$ cat config.mk
export PLATFORM = sky130hd
export DESIGN_NAME = three_wire_serial_master
export DESIGN_NICKNAME = d
export VERILOG_FILES = /design/src/design/tws_pkg.sv /design/src/design/three_wire_serial_master.sv
export SDC_FILE = /design/constraint.sdc
export NUM_CORES = 1
export LEC_CHECK = 0
export BUFFER_PORTS_ARGS = -buffer_cell sky130_fd_sc_hd__buf_2
export CORE_ASPECT_RATIO = 0.75
export CORE_MARGIN = 2
export CORE_UTILIZATION = 53
export DETAILED_ROUTE_END_ITERATION = 8
export GPL_ROUTABILITY_DRIVEN = 1
export PLACE_DENSITY = 0.89
export SETUP_SLACK_MARGIN = 0.15
export SYNTH_ARGS = -nofsm -noshare
export SYNTH_HDL_FRONTEND = slang
export SYNTH_SLANG_ARGS = --single-unit
export TNS_END_PERCENT = 1
$ cat constraint.sdc
create_clock -name clk -period 3.8 [get_ports clk]
set_clock_uncertainty 0.15 [all_clocks]
set_input_delay 0.76 -clock clk [delete_from_list [all_inputs] [get_ports clk]]
set_output_delay 0.76 -clock clk [all_outputs]
set_load 0.1 [all_outputs]
$ cat src/design/tws_pkg.sv
`timescale 1ns / 1ps

package tws_pkg;

  localparam logic [2:0] PH_IDLE  = 3'd0;
  localparam logic [2:0] PH_SEL   = 3'd1;
  localparam logic [2:0] PH_OPC   = 3'd2;
  localparam logic [2:0] PH_DAT   = 3'd3;
  localparam logic [2:0] PH_DESEL = 3'd4;

  localparam logic [2:0] MODE_NONE = 3'd0;
  localparam logic [2:0] MODE_WR8  = 3'd1;
  localparam logic [2:0] MODE_WR9  = 3'd2;
  localparam logic [2:0] MODE_RD8  = 3'd3;
  localparam logic [2:0] MODE_RD9  = 3'd4;

  localparam logic [15:0] HALF_RESET   = 16'd5;
  localparam logic [3:0]  OPCODE_BITS  = 4'd8;
  localparam logic [3:0]  SHORT_BITS   = 4'd8;
  localparam logic [3:0]  LONG_BITS    = 4'd9;

  typedef struct packed {
    logic       cmd;
    logic [7:0] opcode;
    logic [2:0] data_mode;
    logic [8:0] write_data;
    logic       dq_in;
  } tws_in_t;

  typedef struct packed {
    logic       rst_pin;
    logic       clk_pin;
    logic       dq_out;
    logic       dq_drive;
    logic       busy_res;
    logic       done_res;
    logic [8:0] read_data;
    logic       start_ignored;
  } tws_out_t;

endpackage

$ cat src/design/three_wire_serial_master.sv
`timescale 1ns / 1ps

// Channel   Direction  Handshake            Payload
// in_       input      in_valid / in_stall  tws_in_t, one tick word
// out_      output     out_valid/out_stall  tws_out_t, pin levels and status
// cfg_      input      cfg_we               cfg_wdata, half period in ticks
//
// Every accepted word is one tick and yields one result word in the following cycle.
// A new word is accepted in every cycle unless in_stall is high; the output register is the only stage.
// in_stall is high only while a result waits in the output register and out_stall is high.
// Synchronous active-low reset returns the bus to idle with a half period of 5 ticks.

module three_wire_serial_master (
  input  logic              clk,
  input  logic              rst_n,
  input  logic              in_valid,
  output logic              in_stall,
  input  tws_pkg::tws_in_t  in_data,
  output logic              out_valid,
  input  logic              out_stall,
  output tws_pkg::tws_out_t out_data,
  input  logic              cfg_we,
  input  logic [15:0]       cfg_wdata
);
  import tws_pkg::*;

  logic [15:0] half_r;
  logic [2:0]  phase_r, phase_nxt;
  logic [3:0]  bit_index_r, bit_index_nxt;
  logic        bit_half_r, bit_half_nxt;
  logic [15:0] wait_count_r, wait_count_nxt;
  logic [2:0]  mode_held_r, mode_held_nxt;
  logic [7:0]  opcode_held_r, opcode_held_nxt;
  logic [8:0]  out_shift_r, out_shift_nxt;
  logic [8:0]  in_shift_r, in_shift_nxt;
  logic        out_valid_r;
  tws_out_t    out_data_r, out_data_nxt;

  logic        accept;
  logic [15:0] half_eff;
  logic [15:0] wait_inc;
  logic [3:0]  index_inc;
  logic        reads_cur;
  logic        long_cur;
  logic        has_data_cur;
  logic        reads_nxt;
  logic        done;
  logic        ignored;

  assign in_stall  = out_valid_r && out_stall;
  assign accept    = in_valid && !in_stall;
  assign out_valid = out_valid_r;
  assign out_data  = out_data_r;

  assign half_eff     = (half_r == 16'd0) ? 16'd1 : half_r;
  assign wait_inc     = wait_count_r + 16'd1;
  assign index_inc    = bit_index_r + 4'd1;
  assign reads_cur    = (mode_held_r == MODE_RD8) || (mode_held_r == MODE_RD9);
  assign long_cur     = (mode_held_r == MODE_WR9) || (mode_held_r == MODE_RD9);
  assign has_data_cur = (mode_held_r >= MODE_WR8) && (mode_held_r <= MODE_RD9);
  assign reads_nxt    = (mode_held_nxt == MODE_RD8) || (mode_held_nxt == MODE_RD9);

  always_comb begin
    phase_nxt       = phase_r;
    bit_index_nxt   = bit_index_r;
    bit_half_nxt    = bit_half_r;
    wait_count_nxt  = wait_count_r;
    mode_held_nxt   = mode_held_r;
    opcode_held_nxt = opcode_held_r;
    out_shift_nxt   = out_shift_r;
    in_shift_nxt    = in_shift_r;
    done            = 1'b0;
    ignored         = 1'b0;
    if (phase_r == PH_IDLE) begin
      if (in_data.cmd) begin
        opcode_held_nxt = in_data.opcode;
        mode_held_nxt   = in_data.data_mode;
        out_shift_nxt   = in_data.write_data;
        in_shift_nxt    = 9'd0;
        phase_nxt       = PH_SEL;
        bit_index_nxt   = 4'd0;
        bit_half_nxt    = 1'b0;
        wait_count_nxt  = 16'd0;
      end
    end else begin
      ignored = in_data.cmd;
      if (wait_inc != 16'd0 && wait_inc < half_eff) begin
        wait_count_nxt = wait_inc;
      end else begin
        wait_count_nxt = 16'd0;
        unique case (phase_r)
          PH_SEL: begin
            phase_nxt     = PH_OPC;
            bit_index_nxt = 4'd0;
            bit_half_nxt  = 1'b0;
          end
          PH_OPC: begin
            if (!bit_half_r) begin
              bit_half_nxt = 1'b1;
            end else begin
              bit_half_nxt  = 1'b0;
              bit_index_nxt = index_inc;
              if (index_inc >= OPCODE_BITS) begin
                bit_index_nxt = 4'd0;
                phase_nxt     = has_data_cur ? PH_DAT : PH_DESEL;
              end
            end
          end
          PH_DAT: begin
            if (!bit_half_r) begin
              bit_half_nxt = 1'b1;
            end else begin
              if (reads_cur && in_data.dq_in && bit_index_r < LONG_BITS) begin
                in_shift_nxt = in_shift_r | (9'd1 << bit_index_r);
              end
              bit_half_nxt  = 1'b0;
              bit_index_nxt = index_inc;
              if (index_inc >= (long_cur ? LONG_BITS : SHORT_BITS)) begin
                bit_index_nxt = 4'd0;
                phase_nxt     = PH_DESEL;
              end
            end
          end
          PH_DESEL: begin
            phase_nxt     = PH_IDLE;
            bit_index_nxt = 4'd0;
            bit_half_nxt  = 1'b0;
            done          = 1'b1;
          end
          default: begin
            phase_nxt     = PH_IDLE;
            bit_index_nxt = 4'd0;
            bit_half_nxt  = 1'b0;
          end
        endcase
      end
    end
  end

  always_comb begin
    out_data_nxt               = '0;
    out_data_nxt.clk_pin       = 1'b1;
    out_data_nxt.busy_res      = (phase_nxt != PH_IDLE);
    out_data_nxt.done_res      = done;
    out_data_nxt.read_data     = in_shift_nxt;
    out_data_nxt.start_ignored = ignored;
    unique case (phase_nxt) inside
      PH_SEL, PH_DESEL: begin
        out_data_nxt.rst_pin = 1'b1;
      end
      PH_OPC: begin
        out_data_nxt.rst_pin = 1'b1;
        if (!bit_half_nxt) begin
          out_data_nxt.clk_pin  = 1'b0;
          out_data_nxt.dq_drive = 1'b1;
          out_data_nxt.dq_out   = opcode_held_nxt[bit_index_nxt[2:0]];
        end
      end
      PH_DAT: begin
        out_data_nxt.rst_pin = 1'b1;
        if (reads_nxt) begin
          out_data_nxt.clk_pin = !bit_half_nxt;
        end else if (!bit_half_nxt) begin
          out_data_nxt.clk_pin  = 1'b0;
          out_data_nxt.dq_drive = 1'b1;
          out_data_nxt.dq_out   = (bit_index_nxt < LONG_BITS) ?
                                  out_shift_nxt[bit_index_nxt] : 1'b0;
        end
      end
      default: begin
        out_data_nxt.rst_pin = 1'b0;
      end
    endcase
  end

  always_ff @(posedge clk) begin
    if (!rst_n) begin
      half_r <= HALF_RESET;
    end else if (cfg_we) begin
      half_r <= cfg_wdata;
    end
  end

  always_ff @(posedge clk) begin
    if (!rst_n) begin
      phase_r       <= PH_IDLE;
      bit_index_r   <= 4'd0;
      bit_half_r    <= 1'b0;
      wait_count_r  <= 16'd0;
      mode_held_r   <= MODE_NONE;
      opcode_held_r <= 8'd0;
      out_shift_r   <= 9'd0;
      in_shift_r    <= 9'd0;
    end else if (accept) begin
      phase_r       <= phase_nxt;
      bit_index_r   <= bit_index_nxt;
      bit_half_r    <= bit_half_nxt;
      wait_count_r  <= wait_count_nxt;
      mode_held_r   <= mode_held_nxt;
      opcode_held_r <= opcode_held_nxt;
      out_shift_r   <= out_shift_nxt;
      in_shift_r    <= in_shift_nxt;
    end
  end

  always_ff @(posedge clk) begin
    if (!rst_n) begin
      out_valid_r <= 1'b0;
    end else if (accept) begin
      out_valid_r <= 1'b1;
    end else if (!out_stall) begin
      out_valid_r <= 1'b0;
    end
  end

  always_ff @(posedge clk) begin
    if (accept) begin
      out_data_r <= out_data_nxt;
    end
  end

endmodule

==> run metrics <==
met1 Use GR=31.67%; CP max stage delay=0.39 ns; final RePlAce weighted congestion=0.9555; Post-Syn Area=5120 um2; DIE AREA=10470 um2; power per cell area=362.2 nW/um2; vias in the first global route=4411; clk root buf=clkbuf_16; largest net degree at the start of global routing=71; WS Path Type=reg -> reg; Top Usage Layer GRT=met2; YS warnings=0; unrepaired setup endpoints after global routing=true; Post-synth EDFFs=16; Max VDD drop=0.0002000 V; Total GRT Usage=24.81%; Post-synth ARST share=0%; die width=117.5 um; syn nets=664; time the worst path needs with I/O delays and setup=4.037 ns; nets=756; violated checks=setup timing; endpoints failing setup=2; cells along the critical path=nand4_4 > nor4_4 > nand3_1 > xnor2_1 > ha_1 > nand4_1 > a211o_1 > o221ai_4 > or2_4 > a32o_2 > mux2i_2 > o22ai_2 > a311oi_2 > o22ai_1; IO Count=61; CTS tree=done; share of cells above drive strength 1=25.29%; H-Tree Depth=3; final core occ=66.31%; WL final=13120 um; # DRC=0; post-synthesis sequential area ratio=36.75%; top-area cell type share of the netlist area=27.37%; CP endpoint kind=register; Cells after Synth=595; FP Rows=31; DRT iter0 DRCs=366; Max-Cap Viols=0; worst setup margin=-0.2372 ns; Skew-Pair Late Insertion Delay=0.34 ns; first-pass GRT wire length=21240 um; Overflow after GRT=0; startpoint types=register; CTS buffer count=9; via count=4700; crit share post-route=106.2%; Yosys reg bits=86; DP Cell Count=802; most frequent cells in the layout=nand2_1 (86), dfxtp_1 (65), buf_2 (60); Reg clk slew, reported paths=0.06 ns; Post-synth top flop=dfxtp_1; Wirelength per Cell=15.92 um; Die Y=89.12 um; IO Port Bufs=60; initial core utilization=53.66%; fmax=247.7 MHz; layout overhead on the synthesized area=23.58%; core area=9542 um2; worst hold slack=0.3200 ns; Power Total=0.002292 W; HP Class=reg -> reg; Distinct cells, synth=71; Post-DP HPWL=9041 um; Sink Count=86; Avg Vias per Cell=5.704; status=finished with violations; standby leakage power=2.628 nW; GR Util met2=42.00%; initial antenna violation count=0; Post-Layout Cell Count=824; Synth area leaders=dfxtp_1 (27%), edfxtp_1 (9.4%), ha_1 (6.4%); commonest non-fill, non-tap cell in the layout=nand2_1; Syn Area/Cell=8.605 um2; CP Max Fanout=7; cell accounting for the most synthesized area=dfxtp_1; critical path's slowest cell=dfxtp_4; Slew headroom=30.25%; GR Util met3=5.867%; CTS Buffer Depth=2; actual slew at the worst max-slew pin=1.046 ns; Slew Limit Fails=0; worst path required time=3.72 ns; Routed Antenna Nets=0; final hold viol count=0; TritonRoute pass-1 iters=5; antenna cells=0; CP Data Arrival Time=3.96 ns
-- sequential cells by signal (all words and copies together) (netlist names) --
signal         cells
half_r            16
out_data          16
wait_count_r      16
in_shift_r         9
out_shift_r        9
opcode_held_r      8
bit_index_r        4
mode_held_r        3
phase_r            3
bit_half_r         1
out_valid          1
-- worst max-delay path: cells and delay by family, from the launching register on --
kind / cells / cell delay, ns
AOI/OAI and AO/OA: 6 / 1.46
xor gates and xnor gates: 1 / 0.19
adders and majority gates: 1 / 0.33
DFF: 1 / 0.39
muxes: 1 / 0.28
and+or+nand+nor: 5 / 0.98
-- layer usage --
layer	vias to the layer above	part of all wire, %
li1	2273	-
met5	-	0
met4	0	2.3
met3	30	6.1
met1	2219	45
met2	178	47
-- power breakdown --
| part | leakage, nW | switching, W | internal, W |
|---|---|---|---|
| clock network | 0.149 | 0.000359 | 0.000571 |
| logic | 1.75 | 0.000245 | 0.000120 |
| registers | 0.730 | 0.0000277 | 0.000969 |
| total | 2.63 | 0.000631 | 0.00166 |
-- cells in the mapped netlist, drive strengths merged, types with 3 or more instances --
cell    number
nand3       10
nor3         9
nand2b       4
a21o         5
nor2        55
o211ai       4
nor3b        6
and3         3
a21oi       14
or3          6
a31oi        6
a211oi       3
buf          9
o31ai        3
edfxtp      16
inv         25
a32oi        4
o21a         3
o22ai        6
nor2b       34
mux2i       23
and2         6
nand4        8
ha          26
xnor2       12
a22o         5
a22oi       11
nand3b       3
dfxtp       70
a21boi      31
o21ai       20
xor2        11
nor4        10
nand2       86
clkbuf      26
-- timing repair --
| action | 4_1_cts | 5_1_grt |
|---|---|---|
| resized for setup | 16 | 12 |
| endpoints found under the setup margin | 11 | 32 |
| setup buffers | 1 | 5 |
| pin swaps | 8 | 8 |
| hold buffers | 0 | 0 |
-- final cells by class --
class	count	area, um2
Fill cell	737	3214
Multi-Input combinational cell	449	3129
Sequential cell	86	1893
Timing Repair Buffer	116	732.0
Clock buffer	9	225.2
Tap cell	132	165.2
Inverter	25	93.84
Clock inverter	7	88.84
-- metrics by stage --
stage / setup slack (ns) / setup TNS (ns) / area [um2]
after detailed placement: -0.2969 / -0.4091 / 5856
final: -0.2372 / -0.3283 / 6327
after global routing: -0.4102 / -1.435 / 6327
after CTS: -0.1702 / -0.2042 / 6236
after global placement: -0.06448 / -0.06448 / 5856
after floorplan: 0.01992 / 0 / 5182
-- kinds of logic after synthesis --
logic type,synth area share [%]
AND/OR/NAND/NOR,25.54
multiplexers,4.497
AO/OA/AOI/OAI,17.89
buffers and inverters,4.887
flip-flops,36.75
XOR/XNOR,4.081
adder cells (fa/ha/maj),6.354
-- path summary, 6_finish.rpt --
kind / from / to / slack, ns / cells past startpoint
worst max-delay path: wait_count_r[0]$_SDFFE_PN0P_ / out_data[13]$_DFFE_PP_ / -0.24 / 14
worst min-delay path: out_shift_r[2]$_SDFFE_PN0P_ / out_shift_r[2]$_SDFFE_PN0P_ / 0.32 / 2
worst max register to register: wait_count_r[0]$_SDFFE_PN0P_ / out_data[13]$_DFFE_PP_ / -0.24 / 14
worst min register to register: out_shift_r[2]$_SDFFE_PN0P_ / out_shift_r[2]$_SDFFE_PN0P_ / 0.32 / 2
Power figures use the tool's default switching activity.
